**config.mk**
```make
export PLATFORM = sky130hd
export DESIGN_NAME = cfqc_ram
export DESIGN_NICKNAME = d
export VERILOG_FILES = /design/src/rtl/cfqc_ram.sv
export SDC_FILE = /design/constraint.sdc
export NUM_CORES = 1
export LEC_CHECK = 0
export BUFFER_PORTS_ARGS = -buffer_cell sky130_fd_sc_hd__clkbuf_2
export CORE_ASPECT_RATIO = 1.5
export CORE_UTILIZATION = 35
export DETAILED_ROUTE_END_ITERATION = 8
export MAX_ROUTING_LAYER = met4
export PLACE_DENSITY = 0.51
export SKIP_CTS_REPAIR_TIMING = 1
export SKIP_LAST_GASP = 1
export SYNTH_ARGS = -nofsm -noshare
export SYNTH_HDL_FRONTEND = slang
export SYNTH_SLANG_ARGS = --single-unit
```
**constraint.sdc**
```tcl
create_clock -name clock -period 5.29 [get_ports clock]
set_input_delay 1.058 -clock clock [delete_from_list [all_inputs] [get_ports clock]]
set_output_delay 1.058 -clock clock [all_outputs]
set_load 0.02 [all_outputs]
```
**src/rtl/cfqc_ram.sv**
```systemverilog
module cfqc_ram #(
   parameter int WIDTH = 40,
   parameter int DEPTH = 8
) (
   input  logic                     clock,
   input  logic                     wr_en,
   input  logic [$clog2(DEPTH)-1:0] wr_addr,
   input  logic [WIDTH-1:0]         wr_data,
   input  logic                     rd_en,
   input  logic [$clog2(DEPTH)-1:0] rd_addr,
   output logic [WIDTH-1:0]         rd_data
);

   logic [WIDTH-1:0] mem_ff [DEPTH];
   logic [WIDTH-1:0] rd_data_ff;

   // one write port, one registered read port
   always_ff @(posedge clock) begin
      if (wr_en) begin
         mem_ff[wr_addr] <= wr_data;
      end
      if (rd_en) begin
         rd_data_ff <= mem_ff[rd_addr];
      end
   end

   assign rd_data = rd_data_ff;

endmodule

```
# Yosys cells after proc, flatten, opt, wreduce, memory -nomap -nowiden

Memories as Yosys holds them, arrays and structs flattened. A register that Yosys moved wholly into a read port is not among the register bits.
Index checks and enable logic that the tools add are counted.

Register bits: 0
Bits in latches: 0
RAM bits: 320
Bits in read-only memories: 0
Input port bits: 49
Output and inout bits: 40
Logic and storage cells: 3
Memories: 1

Memories:

| name   | depth | width | read ports | clocked after Yosys merged registers in | write ports | line | RTL |
|---|---|---|---|---|---|---|---|
| mem_ff | 8     | 40    | 1          | 1                                       | 1           | 14   | `logic [WIDTH-1:0] mem_ff [DEPTH];` |

$add $sub $neg: 0
Multiply operators: 0
Divide/modulo/power cells: 0
Magnitude comparators: 0
Eq/ne operators: 0
Shifts and indexed selects: 0
Multiplexer cells: 2
Bitwise operators: 0
Reductions and logical operators: 0

Operators by type and width:

| kind              | number |
|---|---|
| 1-bit two-way mux | 2 |

# Logic depth before layout (Yosys ltp)

Depth in word-level cells: 2
Gate-level depth with buffers: 4
Gate-level depth less buffers: 2

# Least setup slack after synthesis

Ideal clock, no wire load.

Path kind: in2reg
Start point: input wr_addr[2]
End point: memory mem_ff[0][0] (enable)
Setup time: 0.487 ns
Arrival: 3.980 ns
Required time: 4.803 ns
Path slack: 0.823 ns
Stages: 2
Path buffers: 0
Cells stage by stage: nand2b_1 > nor3_1

RTL lines:

| what               | line | RTL |
|---|---|---|
| start: declaration | 7    | `input logic [$clog2(DEPTH)-1:0] wr_addr,` |
| end: declaration   | 14   |  |

Straight into the memory's write port.

==> impl_metrics.csv <==
group,metric,value,unit
placed_design,numPortBuffers,88,
clocking,cts_tree,"built",
drt,wire_per_inst,23.8,um
synthesis,ys_seq_elements,360,
clocking,clk_pin_slew,70,ps
pwr,pwr_density_cell,380,nW/um2
global_routing,grt_start_max_net_pins,81,
flow_run,cap_viol_max_count,0,
die,core_area,38300,um2
synthesis,postSynthAreaPerCell,26.4,um2
clocking,root_buffer,"clkbuf_16",
die,die_w,163,um
clocking,cts_max_level,2,
cells_and_area,area_delta_synth_final,15.7,%
die,die-area,39600,um2
cells_and_area,layout-drive-gt1-share,30.8,%
pwr,ir_drop,0.000169,V
worst_setup_path,critical_path_class,"in2reg",
cells_and_area,nNetsFinal,678,
global_routing,grt_pass1_wl,40.5,mm
global_routing,grtUsageMet3,2.36,%
outcome,status,"completed",
sta,tightest_slew,1160,ps
clocking,clock_latency,520,ps
global_routing,grt_use_met2,27.0,%
global_routing,antenna_found_initial,0,
synthesis,yosysTopAreaCell,"edfxtp_1",
clocking,cts_buffers,34,
sta,holdWs,739,ps
synthesis,postSynthCellCount,515,
sta,rsz0062_at_grt,"no",
drt,first_pass_iters,4,
placed_design,placed_area,14600,um2
clocking,clockBufferDepth,3,
global_routing,grt.overflow.total,0,
die,fp.dieH,243,um
sta,finalSetupViolCount,0,
drt,routed_wl,27.4,mm
placed_design,place.gp.congestion,0.691,
global_routing,grt-busiest-layer,"met2",
synthesis,synth_area,13600,um2
worst_setup_path,startpoint_type,"input pin",
cells_and_area,num_antenna_cells,0,
sta,finClkSkew,14.6,ps
global_routing,grt_pass1_vias,6334,
min_path,min_path_type,"reg2reg",
pwr,power.leakage,5.29,nW
drt,via_count,5703,
cells_and_area,multiInputGateArea,2670,um2
die,initial_core_util,35.4,%
cells_and_area,fin_area,15700,um2
sta,layout_min_cycle_time,2780,ps
clocking,cts_sinks,360,
drt,ant_nets,0,
worst_setup_path,end_kind,"flip-flop",
global_routing,grtUsageMet1,16.0,%
sta,fin_crit_sh,52.6,%
cells_and_area,num-fill-cells,3366,
drt,dr.first_iter.drc_count,321,
sta,slew_violations,0,
sta,fmax,359,MHz
cells_and_area,finish.utilization,41.0,%
die,rows,88,
drt,drc_errors,0,
worst_setup_path,critical_path_arrival,3040,ps
die,ioPinCount,89,
worst_setup_path,critical_path.max_fanout,43,
synthesis,synth_area_leaders,"edfxtp_1 (80%), mux4_1 (15%), mux2_2 (3.3%)",
synthesis,synth_seq_area_share,79.7,%
sta,setup_tns,0,ps
cells_and_area,seqCellArea,10800,um2
synthesis,synth_top_cell_area_share,79.7,%
sta,hold_viol,0,
synthesis,synth_cell_type_count,9,
global_routing,track_usage,14.8,%
sta,slew_headroom,22.7,%
drt,via_per_inst,4.97,
synthesis,yosysWarnings,0,
worst_setup_path,worstPathRequired,5550,ps
synthesis,syn-num-nets,564,
placed_design,hpwlAfterDp,14.6,mm
[stage by stage]
| step | power, mW | worst slack (ps) | cells |
|---|---|---|---|
| floorplan | 3.53 | 823 | 515 |
| global placement | 3.65 | 2020 | 1088 |
| detailed placement | 3.67 | 1920 | 1088 |
| CTS | 6.04 | 2460 | 1148 |
| global route | 6.17 | 2420 | 1148 |
| finish | 5.97 | 2510 | 1148 |
[Yosys cell counts]
master      n
buf_6       9
mux4_1     80
nor3_1      2
mux2_2     40
clkbuf_1   13
nor2_1      6
nand2_1     2
nand2b_1    3
edfxtp_1  360
[final timing paths]
kind / from / endpoint / slack, ps / depth (start not counted)
min: mem_ff[7][20] / rd_data[20] / 740 / 2
min reg2reg: mem_ff[7][20] / rd_data[20] / 740 / 2
max reg2reg: mem_ff[3][36] / rd_data[36] / 3850 / 2
max: rd_addr[0] / rd_data[36] / 2510 / 4
[layout make-up]
type / count / share of cell area [%]
clock buffer: 36 / 5.60
clock inverter: 24 / 1.22
multi-input combinational: 133 / 17.0
sequential: 360 / 68.8
tap: 495 / 3.94
timing repair buffer: 100 / 3.41
[critical path, stage by stage]
cell    delay [ps]
buf_4          580
buf_4          470
mux4_1         620
mux2_2         280
[power by group]
part | leakage [nW] | internal, mW | switching, mW
logic | 1.45 | 0.131 | 0.180
registers | 3.30 | 3.26 | 0.0284
clock network | 0.544 | 1.35 | 1.01
[cells by family (layout without fill, tap and decap cells)]
| group | count (synthesis) | after routing | synth area share (%) |
|---|---|---|---|
| DFF | 360 | 360 | 79.7 |
| buffers and inverters | 22 | 160 | 1.11 |
| muxes | 120 | 120 | 18.8 |
| and+or+nand+nor | 13 | 13 | 0.433 |
[routing by layer]
metal  up-vias  wire, um
met5         -         0
met4         0       540
met3        32      1020
met2       109     15400
met1      3049     10400
li1       2513         -
[cell usage in the layout (no fill, tap or decap), drive strengths merged]
cell / instances
nor2: 6
bufinv: 3
nor3: 2
buf: 14
clkinv: 20
nand2b: 3
nand2: 2
mux4: 80
mux2: 40
edfxtp: 360
inv: 1
clkbuf: 122
[state kept, by name, summed over array words and instances, names as in the netlist]
name,cells
mem_ff,320
rd_data,40
No activity file was read; power rests on OpenSTA's default activity.
